**src/rtl/core/assert_macros.svh**
```systemverilog
// concurrent assertion helpers, compiled out for synthesis
`ifndef ASSERT_MACROS_SVH
`define ASSERT_MACROS_SVH

`ifndef SYNTHESIS

// property must hold on every clock edge out of reset
`define ASSERT_CHECK(lbl, prop, clk, rst_n) \
  lbl: assert property (@(posedge clk) disable iff (!rst_n) (prop)) \
    else $error("%m: property failed");

// condition must never be seen out of reset
`define ASSERT_NEVER(lbl, cond, clk, rst_n) \
  lbl: assert property (@(posedge clk) disable iff (!rst_n) !(cond)) \
    else $error("%m: forbidden condition seen");

`else

`define ASSERT_CHECK(lbl, prop, clk, rst_n)
`define ASSERT_NEVER(lbl, cond, clk, rst_n)

`endif

`endif

```
**src/rtl/core/sps_pkg.sv**
```systemverilog
package sps_pkg;

  localparam int unsigned POS_W   = 16;
  localparam int unsigned FRAME_W = 16;
  localparam int unsigned SUM_W   = 20;
  localparam int unsigned CH_W    = 3;
  localparam int unsigned LINES_W = 8;
  localparam int unsigned SLOT_W  = 4;

  localparam logic [FRAME_W-1:0] FRAME_RESET    = 16'd40000;
  localparam logic [POS_W-1:0]   POSITION_RESET = 16'd3000;

  // operation codes
  localparam logic OP_TICK  = 1'b0;
  localparam logic OP_WRITE = 1'b1;

  typedef struct packed {
    logic              operation;
    logic [CH_W-1:0]   channel;
    logic [POS_W-1:0]  position;
  } item_t;

  typedef struct packed {
    logic [LINES_W-1:0] servo_lines;
    logic [SLOT_W-1:0]  slot;
    logic               frame_start;
  } result_t;

endpackage

```
**src/rtl/core/sps_step.sv**
```systemverilog
`include "assert_macros.svh"

module sps_step #(
  parameter int unsigned CHANNELS = 8
) (
  input  logic            clk_i,
  input  logic            rst_ni,
  input  logic            step_en_i,
  input  sps_pkg::item_t  item_i,
  input  logic [15:0]     frame_ticks_i,
  output sps_pkg::result_t result_o
);
  import sps_pkg::*;

  localparam int unsigned SlotW = $clog2(CHANNELS + 1);
  localparam int unsigned IdxW  = (CHANNELS > 1) ? $clog2(CHANNELS) : 1;
  localparam logic [SlotW-1:0] Gap = SlotW'(CHANNELS);

  logic [POS_W-1:0]   positions_q [CHANNELS];
  logic [SlotW-1:0]   slot_q, slot_d;
  logic [POS_W-1:0]   ticks_left_q, ticks_left_d;
  logic [SUM_W-1:0]   frame_sum_q, frame_sum_d;

  logic [SlotW-1:0]      slot_next;
  logic [SUM_W-1:0]      sum_base;
  logic [SUM_W-1:0]      frame_wide;
  logic [IdxW+SlotW-1:0] rd_idx_w;
  logic [IdxW-1:0]       rd_idx;
  logic [IdxW+CH_W-1:0]  wr_idx_w;
  logic [IdxW-1:0]       wr_idx;
  logic [POS_W-1:0]      pos_rd;
  logic [POS_W-1:0]      chan_len;
  logic [POS_W-1:0]      gap_len;
  logic [POS_W-1:0]      len;
  logic                  pos_we;
  logic                  start;
  logic [SlotW+SLOT_W-1:0] slot_w;

  assign slot_next  = (slot_q == Gap) ? '0 : slot_q + SlotW'(1);
  // a new frame restarts the running sum
  assign sum_base   = (slot_q == Gap) ? '0 : frame_sum_q;
  assign frame_wide = {{(SUM_W - FRAME_W){1'b0}}, frame_ticks_i};

  assign rd_idx_w = {{IdxW{1'b0}}, slot_next};
  assign rd_idx   = rd_idx_w[IdxW-1:0];
  assign wr_idx_w = {{IdxW{1'b0}}, item_i.channel};
  assign wr_idx   = wr_idx_w[IdxW-1:0];

  assign pos_rd   = positions_q[rd_idx];
  assign chan_len = (pos_rd == '0) ? POS_W'(1) : pos_rd;
  // gap saturates at one tick once the pulses fill the frame
  assign gap_len  = (sum_base >= frame_wide) ? POS_W'(1)
                                             : POS_W'(frame_wide - sum_base);
  assign len      = (slot_next == Gap) ? gap_len : chan_len;

  always_comb begin
    slot_d       = slot_q;
    ticks_left_d = ticks_left_q;
    frame_sum_d  = frame_sum_q;
    pos_we       = 1'b0;
    start        = 1'b0;
    if (step_en_i) begin
      if (item_i.operation == OP_WRITE) begin
        pos_we = (32'(item_i.channel) < CHANNELS);
      end else if (ticks_left_q > POS_W'(1)) begin
        ticks_left_d = ticks_left_q - POS_W'(1);
      end else begin
        slot_d       = slot_next;
        start        = (slot_q == Gap);
        frame_sum_d  = sum_base + {{(SUM_W - POS_W){1'b0}}, len};
        ticks_left_d = len;
      end
    end
  end

  always_ff @(posedge clk_i or negedge rst_ni) begin
    if (!rst_ni) begin
      slot_q       <= Gap;
      ticks_left_q <= POS_W'(1);
      frame_sum_q  <= '0;
    end else begin
      slot_q       <= slot_d;
      ticks_left_q <= ticks_left_d;
      frame_sum_q  <= frame_sum_d;
    end
  end

  always_ff @(posedge clk_i or negedge rst_ni) begin
    if (!rst_ni) begin
      for (int c = 0; c < CHANNELS; c++) begin
        positions_q[c] <= POSITION_RESET;
      end
    end else if (pos_we) begin
      positions_q[wr_idx] <= item_i.position;
    end
  end

  assign slot_w = {{SLOT_W{1'b0}}, slot_d};

  always_comb begin
    for (int b = 0; b < LINES_W; b++) begin
      result_o.servo_lines[b] = (b < CHANNELS) && (32'(slot_d) == b);
    end
    result_o.slot        = slot_w[SLOT_W-1:0];
    result_o.frame_start = start;
  end

  `ASSERT_NEVER(a_slot_range, slot_q > Gap, clk_i, rst_ni)
  `ASSERT_NEVER(a_ticks_nonzero, ticks_left_q == '0, clk_i, rst_ni)
  `ASSERT_CHECK(a_start_after_gap, step_en_i && start |-> slot_q == Gap, clk_i, rst_ni)
  `ASSERT_CHECK(a_write_keeps_timing,
                step_en_i && item_i.operation == OP_WRITE |=>
                $stable(slot_q) && $stable(ticks_left_q) && $stable(frame_sum_q),
                clk_i, rst_ni)

endmodule

```
**src/rtl/core/servo_pulse_sequencer_core.sv**
```systemverilog
// Servo pulse sequencer: drives CHANNELS servo lines one after another in a
// repeating frame. A tick transaction advances the slot timer by one 0.5 us
// tick; a write transaction stores one channel's pulse width, used the next
// time that channel's slot starts. Each transaction yields exactly one result
// holding the lines, the current slot (CHANNELS means the frame gap) and a
// frame start flag. It takes one transaction per clock unless out_ready_i
// stalls; input then result registers hold each, with the slot timer's
// 20-bit compare, subtract and add between. The user, not the block, writes
// frame_ticks via cfg_we_i/cfg_wdata_i only with no transaction in flight.
module servo_pulse_sequencer_core #(
  parameter int unsigned CHANNELS = 8
) (
  input  logic        clk_i,
  input  logic        rst_ni,
  input  logic        cfg_we_i,
  input  logic [15:0] cfg_wdata_i,
  input  logic        in_valid_i,
  output logic        in_ready_o,
  input  logic        operation_i,
  input  logic [2:0]  channel_i,
  input  logic [15:0] position_i,
  output logic        out_valid_o,
  input  logic        out_ready_i,
  output logic [7:0]  servo_lines_o,
  output logic [3:0]  slot_o,
  output logic        frame_start_o
);
  import sps_pkg::*;

  logic [FRAME_W-1:0] frame_ticks_q;
  logic               s1_valid_q;
  item_t              s1_item_q;
  logic               out_valid_q;
  result_t            out_res_q;
  result_t            step_res;
  logic               out_free;
  logic               s1_fire;
  logic               in_fire;

  assign out_free   = !out_valid_q || out_ready_i;
  assign s1_fire    = s1_valid_q && out_free;
  assign in_ready_o = !s1_valid_q || out_free;
  assign in_fire    = in_valid_i && in_ready_o;

  always_ff @(posedge clk_i or negedge rst_ni) begin
    if (!rst_ni) begin
      frame_ticks_q <= FRAME_RESET;
    end else if (cfg_we_i) begin
      frame_ticks_q <= cfg_wdata_i;
    end
  end

  always_ff @(posedge clk_i or negedge rst_ni) begin
    if (!rst_ni) begin
      s1_valid_q  <= 1'b0;
      out_valid_q <= 1'b0;
    end else begin
      if (in_fire) begin
        s1_valid_q <= 1'b1;
      end else if (s1_fire) begin
        s1_valid_q <= 1'b0;
      end
      if (s1_fire) begin
        out_valid_q <= 1'b1;
      end else if (out_ready_i) begin
        out_valid_q <= 1'b0;
      end
    end
  end

  always_ff @(posedge clk_i) begin
    if (in_fire) begin
      s1_item_q.operation <= operation_i;
      s1_item_q.channel   <= channel_i;
      s1_item_q.position  <= position_i;
    end
    if (s1_fire) begin
      out_res_q <= step_res;
    end
  end

  sps_step #(
    .CHANNELS(CHANNELS)
  ) u_step (
    .clk_i        (clk_i),
    .rst_ni       (rst_ni),
    .step_en_i    (s1_fire),
    .item_i       (s1_item_q),
    .frame_ticks_i(frame_ticks_q),
    .result_o     (step_res)
  );

  assign out_valid_o   = out_valid_q;
  assign servo_lines_o = out_res_q.servo_lines;
  assign slot_o        = out_res_q.slot;
  assign frame_start_o = out_res_q.frame_start;

endmodule

```
**config.mk**
```make
export PLATFORM = sky130hd
export DESIGN_NAME = servo_pulse_sequencer_core
export DESIGN_NICKNAME = d
export VERILOG_FILES = /design/src/rtl/core/sps_pkg.sv /design/src/rtl/core/sps_step.sv /design/src/rtl/core/servo_pulse_sequencer_core.sv
export VERILOG_INCLUDE_DIRS = /design/src /design/src/rtl/core
export SDC_FILE = /design/constraint.sdc
export NUM_CORES = 1
export LEC_CHECK = 0
export BUFFER_PORTS_ARGS = -buffer_cell sky130_fd_sc_hd__buf_2
export CORE_MARGIN = 2
export CORE_UTILIZATION = 60
export CTS_CLUSTER_SIZE = 20
export DETAILED_ROUTE_END_ITERATION = 12
export PLACE_DENSITY = 0.75
export SLEW_MARGIN = 20
export SYNTH_ARGS = -nofsm -noshare
export SYNTH_HDL_FRONTEND = slang
export SYNTH_SLANG_ARGS = --single-unit
export TNS_END_PERCENT = 100
```
**constraint.sdc**
```tcl
create_clock -name clk_i -period 10.96 [get_ports clk_i]
set_input_delay 3.288 -clock clk_i [delete_from_list [all_inputs] [get_ports clk_i]]
set_output_delay 3.288 -clock clk_i [all_outputs]
set_load 0.01 [all_outputs]
```
==> impl_metrics.env, run 1 <==
export IMPL_ys_async_sr_fraction_pct=84.9
export IMPL_cts_max_level=1
export IMPL_setup_viol=0
export IMPL_ff2ff_setup_slack_ns=4.12
export IMPL_core_region_area_mm2=0.0197
export IMPL_hpwl_um=19000
export IMPL_crit_path_max_incr_delay_ns=0.19
export IMPL_whs_path_depth=2
export IMPL_rsz0062_at_grt="false"
export IMPL_max_slew_margin_pct=29.2
export IMPL_reg2reg_depth=22
export IMPL_clock_sinks=219
export IMPL_finalNetCount=1223
export IMPL_fp_dieArea_mm2=0.0213
export IMPL_ys_flop_type="dfrtp_1"
export IMPL_io_buffers=55
export IMPL_start_util_pct=61.5
export IMPL_period_share_pct=64.1
export IMPL_fillers=1513
export IMPL_syn_inst=1079
export IMPL_final_max_slew_violation_count=0
export IMPL_status="finished clean"
export IMPL_synth_cell_types=76
export IMPL_grt_pass1_wl_um=45900
export IMPL_crit_top_cell="buf_2"
export IMPL_num_vias=8641
export IMPL_synth_seq_area_share_pct=47.3
export IMPL_met2_length_um=14200
export IMPL_route_top_layer_used="met4"
export IMPL_setup_tns_final_ns=0
export IMPL_drive_above_1_share_pct=28.4
export IMPL_clkTransAtPathRegs_ns=0.05
export IMPL_setup_slack_ns=3.93
export IMPL_clockRootBuffer="clkbuf_16"
export IMPL_drc=0
export IMPL_die_x_um=146
export IMPL_wirelength_met1_um=12100
export IMPL_fmaxAchievable_mhz=142
export IMPL_ys_ff_latch=219
export IMPL_tightest_slew_ns=1.06
export IMPL_yosysWarnings=0
export IMPL_cp_start_kind="input port"
export IMPL_wl_met3_um=1340
export IMPL_grt_ovfl_total=0
export IMPL_cp_required_ns=7.67
export IMPL_pre_cts_slack_ns=3.95
export IMPL_endpoint="in_ready_o"
export IMPL_seq_area_mm2=0.00572
export IMPL_hold_path_class="reg2reg"
export IMPL_cp_startpoint="out_ready_i"
export IMPL_ctsResizeCount=0
export IMPL_grt_pass1_vias=8704
export IMPL_place_gp_congestion=0.882
export IMPL_routed_wl_um=28500
export IMPL_fin_total_pwr_uw=3150
export IMPL_drtPass1Iterations=5
export IMPL_reg2reg_to="u_step.frame_sum_q[16]"
export IMPL_finish_utilization_pct=68.5
export IMPL_dp_cells=1367
export IMPL_clk_latency_ns=0.52
export IMPL_r2r_start="u_step.slot_q[0]"
export IMPL_wire_per_inst_um=20.1
export IMPL_max_cap_viol_count=0
export IMPL_rows=51
export IMPL_cts_buffers_inserted=24
export IMPL_insertedDiodeCount=0
export IMPL_crit_fanout=3
export IMPL_antenna_found_initial=0
export IMPL_min_period_ns=7.03
export IMPL_power_density_mw_per_mm2=234
export IMPL_die_y_um=146
export IMPL_cts_tree="yes"
export IMPL_slowest_stage="nand3b_1"
export IMPL_finClkSkew_ns=0.0156
export IMPL_crit_arrival_ns=3.74
export IMPL_track_usage_pct=26.9
export IMPL_syn_avg_cell_area_um2=11.2
export IMPL_io_pins=56
export IMPL_cts_hold_buffers=0
export IMPL_postRouteAntennaNets=0
export IMPL_leakage_uw=0.00583
export IMPL_grt_start_max_net_pins=108
export IMPL_synth_edf_count=33
export IMPL_synthToLayoutAreaGrowth_pct=11.3
export IMPL_ir_drop_v=0.000162
export IMPL_path_cells="buf_2 -> nand3b_1 -> buf_2"
export IMPL_end_kind="primary output"
export IMPL_syn_nets=1173
export IMPL_avgViaCountPerCell=6.12
export IMPL_cts_setup_buffers=0
export IMPL_multi_input_area_mm2=0.00596
export IMPL_netlist_area_mm2=0.0121
export IMPL_hold_violations=0
export IMPL_fin_cells=1412
export IMPL_critPathKind="in2out"
export IMPL_clockBufferDepth=3
export IMPL_first_iter_violations=635
-- where the power goes --
part / internal (uW) / total, uW / switching (uW)
clock network: 501 / 828 / 327
registers: 1060 / 1190 / 127
logic: 503 / 1130 / 632
total: 2070 / 3150 / 1090
-- worst max-delay path, delay by kind of cell --
family,cells,cell delay [ns]
buffers and inverters,2,0.26
AND/OR/NAND/NOR,1,0.19
-- per-layer routing --
metal | global-route usage, % | up-vias
li1 | - | 4020
met1 | 34.7 | 4301
met2 | 46.8 | 256
met3 | 4.29 | 64
met4 | 8.83 | 0
met5 | 0 | -
-- worst min path at each step --
stage | from | to | slack, ns
after floorplan | u_step.frame_sum_q[19] | u_step.frame_sum_q[19] | 0.44
after global placement | u_step.frame_sum_q[19] | u_step.frame_sum_q[19] | 0.47
after detailed placement | u_step.frame_sum_q[8] | u_step.frame_sum_q[8] | 0.48
after CTS | u_step.frame_sum_q[19] | u_step.frame_sum_q[19] | 0.49
after global routing | u_step.frame_sum_q[19] | u_step.frame_sum_q[19] | 0.51
final | u_step.frame_sum_q[12] | u_step.frame_sum_q[12] | 0.48
-- placed cells by master (no fill, tap or decap), types with 18 or more instances in the layout --
master / Yosys / routed
o211ai_1: 18 / 18
dfstp_2: 63 / 63
edfxtp_1: 33 / 33
a21oi_1: 40 / 40
ha_1: 51 / 51
nand4b_1: 20 / 20
inv_1: 53 / 53
o21ai_0: 34 / 34
nand2b_1: 33 / 33
mux2_2: 123 / 123
o21ai_1: 36 / 36
nand3_1: 20 / 20
nor2_1: 39 / 39
dfrtp_1: 123 / 123
mux4_2: 21 / 21
buf_2: 5 / 54
nand2_1: 115 / 115
clkbuf_16: 0 / 24
-- flip-flops by register name, summed over array words and instances (netlist names), 4 cells and up --
name,cells
slot_o,4
frame_ticks_q,16
u_step.positions_q,128
s1_item_q,20
u_step.frame_sum_q,20
u_step.ticks_left_q,16
servo_lines_o,8
u_step.slot_q,4
-- cell type report --
class	count	area share, %
well taps	265	2.46
multi-input cells	759	44.3
flip-flops and latches	219	42.5
inverters	54	1.51
repair buffers	71	3.13
clock buffers	32	4.98
clock inverters	12	1.10
-- stage by stage --
stage               hold WS (ns)  area, um2
floorplan                  0.440      12100
global placement           0.465      12600
detailed placement         0.475      12600
CTS                        0.485      13400
global route               0.511      13500
finish                     0.484      13500
-- cells by family after synthesis --
family          Yosys count  synth area share [%]
flops                   219                  47.3
xor+xnor                 30                  2.17
buf+inv                 101                  3.43
simple gates            299                  12.8
mux                     177                  18.3
compound gates          200                  10.4
fa+ha+maj                53                  5.61
-- cell usage after synthesis, drive strengths merged, types with 2 or more instances --
cell type  count  area share (%)
o21a           4            0.25
o221ai         2            0.14
nand2b        33             1.7
dfstp         63              14
and4           3            0.22
o22ai         11            0.57
a21o          10            0.62
o31ai          3            0.19
a22oi          2            0.12
o211ai        18             1.1
nand3         20            0.83
edfxtp        33             8.2
or4            2            0.12
mux2         140              13
mux2i         16             1.3
o2111ai        3            0.22
o21ai         70             2.9
nand3b         3            0.19
xor2          13            0.94
nor2b          7            0.36
xnor2         17             1.2
and2           6            0.31
nand4b        20             1.4
or3            5            0.26
clkbuf        36             1.1
nor3          19            0.83
a21oi         40             1.7
a211o          2            0.14
or2            5            0.26
a22o           4            0.29
nand4          6            0.31
o21bai         4            0.25
mux4          21             3.9
a211oi         5            0.31
o211a          3            0.25
a31oi          3            0.16
nand2        115             3.6
inv           53             1.6
ha            51             5.3
nor4           9            0.57
nor2          41             1.4
fa             2            0.33
buf           11            0.64
dfrtp        123              25
No activity file was read; power rests on OpenSTA's default activity.
==> inputs of run 2 (changes only) <==
- clock period: 10.96 -> 6.5 ns (I/O delays scaled with it)
==> run 2 against run 1 <==
  * Clock power is 63% higher
  * Clock skew is 0.0038 ns lower
  * Register-to-register slack worse by 3.7 ns
  * Routed wire length is 1.3% higher
  * Via count hardly changed
  * Global-route usage is 0.49 points higher
  * Power is 68% higher
  * Critical endpoint is now u_step.frame_sum_q[19]
  * Largest cell class unchanged
==> impl_metrics.env, run 2 (synthesis gave the netlist of run 1 again) <==
export IMPL_status="finished clean"
export IMPL_hp_start="u_step.frame_sum_q[5]"
export IMPL_routed_wl_um=28800
export IMPL_core_region_area_mm2=0.0197
export IMPL_track_usage_pct=27.4
export IMPL_num_vias=8643
export IMPL_mostFrequentLayoutCells="123 x mux2_2, 123 x dfrtp_1, 115 x nand2_1, 63 x dfstp_2, 54 x buf_2"
export IMPL_path_cells="nand3b_1 -> buf_4 -> nand2_1 -> inv_1 -> ha_1 -> a21o_1 -> a21oi_1 -> o221ai_1 -> a221oi_1 -> nor2b_1 -> xor2_1 -> o22ai_1 -> ha_1 -> nor3_1 -> o21ai_1 -> o311ai_1 -> o21ai_1 -> a31oi_1 -> o21ai_1 -> o31ai_1"
export IMPL_setup_tns_final_ns=0
export IMPL_grt_ovfl_total=0
export IMPL_r2r_start="u_step.slot_q[3]"
export IMPL_clockPowerShare_pct=25.5
export IMPL_avgViaCountPerCell=6.09
export IMPL_clkTransAtPathRegs_ns=0.06
export IMPL_crit_arrival_ns=6.53
export IMPL_min_period_ns=6.09
export IMPL_drtPass1Iterations=5
export IMPL_cp_required_ns=6.94
export IMPL_max_cap_viol_count=0
export IMPL_ctsResizeCount=0
export IMPL_cts_max_level=1
export IMPL_grt_use_met3_pct=4.36
export IMPL_whs_ns=0.485
export IMPL_leakage_uw=0.00586
export IMPL_crit_top_cell="o21ai_1"
export IMPL_grt_pass1_wl_um=46700
export IMPL_cts_buffers_inserted=25
export IMPL_die_x_um=146
export IMPL_p_sw_uw=1880
export IMPL_drc=0
export IMPL_clockBufferDepth=3
export IMPL_clockRootBuffer="clkbuf_16"
export IMPL_power_density_mw_per_mm2=393
export IMPL_drive_above_1_share_pct=28.9
export IMPL_start_util_pct=61.5
export IMPL_cp_start_kind="flop"
export IMPL_fp_dieArea_mm2=0.0213
export IMPL_finClkSkew_ns=0.0117
export IMPL_hpwl_um=19900
export IMPL_clk_latency_ns=0.54
export IMPL_finalNetCount=1229
export IMPL_period_share_pct=93.7
export IMPL_crit_path_max_incr_delay_ns=0.85
export IMPL_slowest_stage="dfstp_2"
export IMPL_first_iter_violations=809
export IMPL_die_y_um=146
export IMPL_crit_fanout=27
export IMPL_cp_depth=20
export IMPL_busiest_layer="met2"
export IMPL_cts_setup_buffers=0
export IMPL_wire_per_inst_um=20.3
export IMPL_use_met2_pct=46.9
export IMPL_largest_reg_flops=128
export IMPL_grt_start_max_net_pins=110
export IMPL_fmaxAchievable_mhz=164
export IMPL_power_frac_seq_pct=38.1
export IMPL_reg2reg_depth=20
export IMPL_io_pins=56
export IMPL_ir_drop_v=0.000259
export IMPL_p_sw_share_pct=35.4
export IMPL_reg2reg_to="u_step.frame_sum_q[19]"
export IMPL_cts_tree="yes"
export IMPL_place_gp_congestion=0.944
export IMPL_end_kind="flop"
export IMPL_max_flop_register="u_step.positions_q"
export IMPL_top_regs="u_step.positions_q: 128 flops, s1_item_q: 20 flops, u_step.frame_sum_q: 20 flops"
export IMPL_grt_pass1_vias=8726
export IMPL_antenna_found_initial=0
export IMPL_ff2ff_setup_slack_ns=0.41
export IMPL_hold_violations=0
export IMPL_tightest_slew_ns=1.05
export IMPL_use_met1_pct=36.3
export IMPL_hold_path_class="reg2reg"
export IMPL_endpoint="u_step.frame_sum_q[19]"
export IMPL_final_max_slew_violation_count=0
export IMPL_combPwrFrac_pct=36.4
export IMPL_max_slew_margin_pct=30.0
export IMPL_cts_hold_buffers=0
export IMPL_cp_startpoint="u_step.slot_q[3]"
export IMPL_rsz0062_at_grt="false"
export IMPL_critPathKind="reg2reg"
export IMPL_rows=51
export IMPL_io_buffers=55
export IMPL_internal_power_uw=3430
export IMPL_cp_top_family="compound AO/OA/AOI/OAI gates"
export IMPL_insertedDiodeCount=0
export IMPL_path_buf_inv=2
export IMPL_setup_viol=0
export IMPL_synthToLayoutAreaGrowth_pct=11.5
export IMPL_clock_sinks=219
export IMPL_postRouteAntennaNets=0
## run 2: layout make-up
type	count	area, um2
Clock buffer	36	727
Clock inverter	10	72.6
Inverter	54	203
Tap cell	265	332
Multi-Input combinational cell	759	5960
Sequential cell	219	5720
Timing Repair Buffer	76	472
Fill cell	1498	6160
## run 2: layer usage
layer / vias to the layer above / part of all wire (%)
li1: 4020 / -
met1: 4302 / 43
met2: 250 / 49
met3: 71 / 4.6
met4: 0 / 3.1
met5: - / 0
## run 2: worst register-to-register path: cells and delay by family (launching register included)
kind	cells	cell delay, ns
AOI/OAI and AO/OA	11	2.77
and+or+nand+nor	4	0.96
DFF	1	0.85
adders and majority gates	2	0.66
buffers and inverters	2	0.39
xor gates and xnor gates	1	0.37
## run 2: metrics by stage
stage	setup WS (ns)	cell area (um2)	cells	util (%)	power, uW
finish	0.407	13500	1419	68.6	5310
detailed placement	0.626	12700	1372	64.4	3930
floorplan	0.932	12100	1079	-	3390
global placement	0.755	12700	1372	64.4	3880
global route	0.221	13500	1419	68.6	5610
CTS	0.575	13500	1418	68.5	5310
## run 2: worst min path at each step
stage	end	slack, ns	cells past startpoint
after global placement	out_valid_o	0.45	1
after detailed placement	u_step.frame_sum_q[19]	0.47	1
after global routing	u_step.frame_sum_q[0]	0.51	1
after floorplan	u_step.frame_sum_q[19]	0.44	1
final	u_step.frame_sum_q[5]	0.49	2
after CTS	u_step.frame_sum_q[19]	0.48	1
## run 2: power groups by stage
| stage | sequential [uW] | combinational (uW) | clock, uW |
|---|---|---|---|
| floorplan | 1960 | 1430 | 0 |
| finish | 2020 | 1930 | 1350 |
| CTS | 2020 | 1910 | 1380 |
| global route | 2070 | 2110 | 1430 |
| detailed placement | 2030 | 1890 | 0 |
| global placement | 2020 | 1860 | 0 |
==> inputs of run 3 (changes only) <==
- SYNTH_HIERARCHICAL: unset -> 1
==> run 3 against run 2 <==
  * Cell count decreased by 3.5%
  * Largest cell class unchanged
  * Critical path depth increased by 3
  * Sequential power about the same
==> impl_metrics.env, run 3 <==
export IMPL_io_pins=56
export IMPL_rsz0062_at_grt="false"
export IMPL_clock_sinks=219
export IMPL_max_cap_viol_count=0
export IMPL_hpwl_um=19500
export IMPL_finalNetCount=1180
export IMPL_mostFrequentLayoutCells="141 x mux2_2, 123 x dfrtp_1, 74 x nand2_1, 63 x dfstp_2, 57 x a21oi_1"
export IMPL_finClkSkew_ns=0.00859
export IMPL_grt_start_max_net_pins=187
export IMPL_wire_per_inst_um=20.8
export IMPL_postRouteAntennaNets=0
export IMPL_place_gp_congestion=0.928
export IMPL_ys_flop_type="dfrtp_1"
export IMPL_insertedDiodeCount=0
export IMPL_fin_cells=1369
export IMPL_rows=51
export IMPL_cts_setup_buffers=0
export IMPL_fillers=1480
export IMPL_synth_top_area_share_pct=25.7
export IMPL_clockBufferDepth=3
export IMPL_syn_inst=1027
export IMPL_min_period_ns=5.74
export IMPL_drtPass1Iterations=5
export IMPL_path_cells="clkinv_1 -> ha_1 -> nand3b_2 -> buf_4 -> nand2_1 -> inv_1 -> ha_1 -> and3_1 -> a21oi_1 -> o21ai_0 -> o41a_1 -> nor2_1 -> buf_4 -> a22oi_1 -> fa_1 -> nand2b_1 -> a21oi_1 -> a21oi_1 -> a211oi_1 -> o31a_1 -> nand3_1 -> or4_1 -> o21ai_0"
export IMPL_crit_top_cell="a21oi_1"
export IMPL_syn_avg_cell_area_um2=11.7
export IMPL_grt_pass1_wl_um=45900
export IMPL_multi_input_area_mm2=0.00587
export IMPL_synth_cell_types=70
export IMPL_period_share_pct=88.3
export IMPL_max_flop_register="u_step/positions_q"
export IMPL_synth_edf_count=33
export IMPL_cts_hold_buffers=0
export IMPL_track_usage_pct=27.2
export IMPL_setup_viol=0
export IMPL_status="finished clean"
export IMPL_clk_latency_ns=0.53
export IMPL_antenna_found_initial=0
export IMPL_avgViaCountPerCell=6.09
export IMPL_syn_nets=1121
export IMPL_cts_buffers_inserted=24
export IMPL_setup_tns_final_ns=0
export IMPL_core_region_area_mm2=0.0195
export IMPL_cts_max_level=1
export IMPL_cts_tree="yes"
export IMPL_post_synth_top_area_cell="dfrtp_1"
export IMPL_yosysWarnings=6
export IMPL_fp_dieArea_mm2=0.0211
export IMPL_end_kind="flop"
export IMPL_slowest_stage="dfrtp_1"
export IMPL_largest_reg_flops=128
export IMPL_hold_path_class="reg2reg"
export IMPL_ctsResizeCount=0
export IMPL_netlist_area_mm2=0.0120
export IMPL_dp_cells=1325
export IMPL_num_vias=8343
export IMPL_crit_fanout=25
export IMPL_path_buf_inv=4
export IMPL_drc=0
export IMPL_clkTransAtPathRegs_ns=0.06
export IMPL_power_density_mw_per_mm2=368
export IMPL_die_x_um=145
export IMPL_ir_drop_v=0.000299
export IMPL_crit_path_max_incr_delay_ns=0.49
export IMPL_routed_wl_um=28400
export IMPL_fmaxAchievable_mhz=174
export IMPL_hold_violations=0
export IMPL_final_max_slew_violation_count=0
export IMPL_clockRootBuffer="clkbuf_16"
export IMPL_leakage_uw=0.00588
export IMPL_critPathKind="reg2reg"
export IMPL_synth_most_common_cell="mux2_2"
export IMPL_drive_above_1_share_pct=32.8
export IMPL_top_regs="u_step/positions_q: 128 flops, s1_item_q: 20 flops, u_step/frame_sum_q: 20 flops"
export IMPL_ys_ff_latch=219
export IMPL_io_buffers=55
export IMPL_ys_async_sr_fraction_pct=84.9
export IMPL_cp_required_ns=6.95
export IMPL_layout_commonest_cell="mux2_2"
export IMPL_grt_ovfl_total=0
export IMPL_seq_area_mm2=0.00572
export IMPL_die_y_um=145
export IMPL_synth_area_leaders="dfrtp_1 26%, dfstp_2 14%, mux2_2 13%, edfxtp_1 8.3%, ha_1 5.3%"
export IMPL_synth_seq_area_share_pct=47.7
export IMPL_start_util_pct=61.4
export IMPL_grt_pass1_vias=8500
export IMPL_synthToLayoutAreaGrowth_pct=11.9
export IMPL_first_iter_violations=547
export IMPL_cp_start_kind="flop"
export IMPL_crit_arrival_ns=6.19
export IMPL_synth_commonest_cells="141 x mux2_2, 123 x dfrtp_1, 74 x nand2_1, 63 x dfstp_2, 57 x a21oi_1"
export IMPL_cp_top_family="compound AO/OA/AOI/OAI gates"
export IMPL_max_slew_margin_pct=31.9
export IMPL_tightest_slew_ns=1.02
## run 3: cell count changes in the layout (fill, tap and decap cells not counted), moves of 10 or more
cell | before | now
mux2i_1 | 16 | 28
mux2_2 | 123 | 141
a21oi_1 | 40 | 57
nor3_1 | 17 | 30
nand2_1 | 115 | 74
o21ai_1 | 36 | 0
nand2b_1 | 33 | 14
o211ai_1 | 18 | 0
mux2_4 | 0 | 10
o21ai_0 | 34 | 48
nand4b_1 | 20 | 1
mux2_1 | 17 | 0
## run 3: cell type report
type	instances	share of cell area (%)
clock inverters	11	1.38
repair buffers	71	3.18
clock buffers	33	5.18
flip-flops and latches	219	42.7
multi-input cells	720	43.7
inverters	50	1.40
well taps	265	2.47
## run 3: logic make-up (layout without fill, tap and decap cells)
kind of cell	count (synthesis)	count (layout)	synth area share, %
AOI/OAI and AO/OA	179	179	9.22
xor gates and xnor gates	32	32	2.34
adders and majority gates	53	53	5.66
buffers and inverters	88	165	3.33
DFF	219	219	47.7
muxes	202	202	21.2
and+or+nand+nor	254	254	10.6
## run 3: worst paths after layout
check,endpoint,slack (ns),startpoint,depth (start not counted)
setup / recovery,u_step/frame_sum_q[18],0.76,u_step/slot_q[0],23
min in group asynchronous,u_step/frame_sum_q[8],1.60,rst_ni,2
max in group asynchronous,u_step/positions_q[32],4.18,rst_ni,2
hold reg to reg,out_valid_o,0.48,s1_valid_q,1
hold / removal,out_valid_o,0.48,s1_valid_q,1
setup reg to reg,u_step/frame_sum_q[18],0.76,u_step/slot_q[0],23
## run 3: report_power, final
| group | internal (uW) | switching, uW |
|---|---|---|
| combinational | 686 | 756 |
| sequential | 1790 | 228 |
| clock | 914 | 565 |
## run 3: per-stage QoR
stage / total power, uW / util, % / hold WS, ns / worst slack [ns] / cell area, um2
4_1_cts: 4950 / 68.7 / 0.477 / 0.832 / 13400
6_report: 4930 / 68.7 / 0.477 / 0.761 / 13400
3_5_place_dp: 3460 / 64.2 / 0.462 / 0.836 / 12500
2_1_floorplan: 3030 / - / 0.439 / 1.41 / 12000
3_3_place_gp: 3410 / 64.2 / 0.456 / 0.933 / 12500
5_1_grt: 5190 / 68.7 / 0.502 / 0.244 / 13400
## run 3: metal layers
| layer | wire length (um) | track usage [%] | part of all wire, % |
|---|---|---|---|
| met5 | 0 | 0 | 0 |
| met4 | 1240 | 11.2 | 4.3 |
| met3 | 1360 | 4.20 | 4.8 |
| met2 | 14100 | 46.7 | 50 |
| met1 | 11700 | 34.8 | 41 |
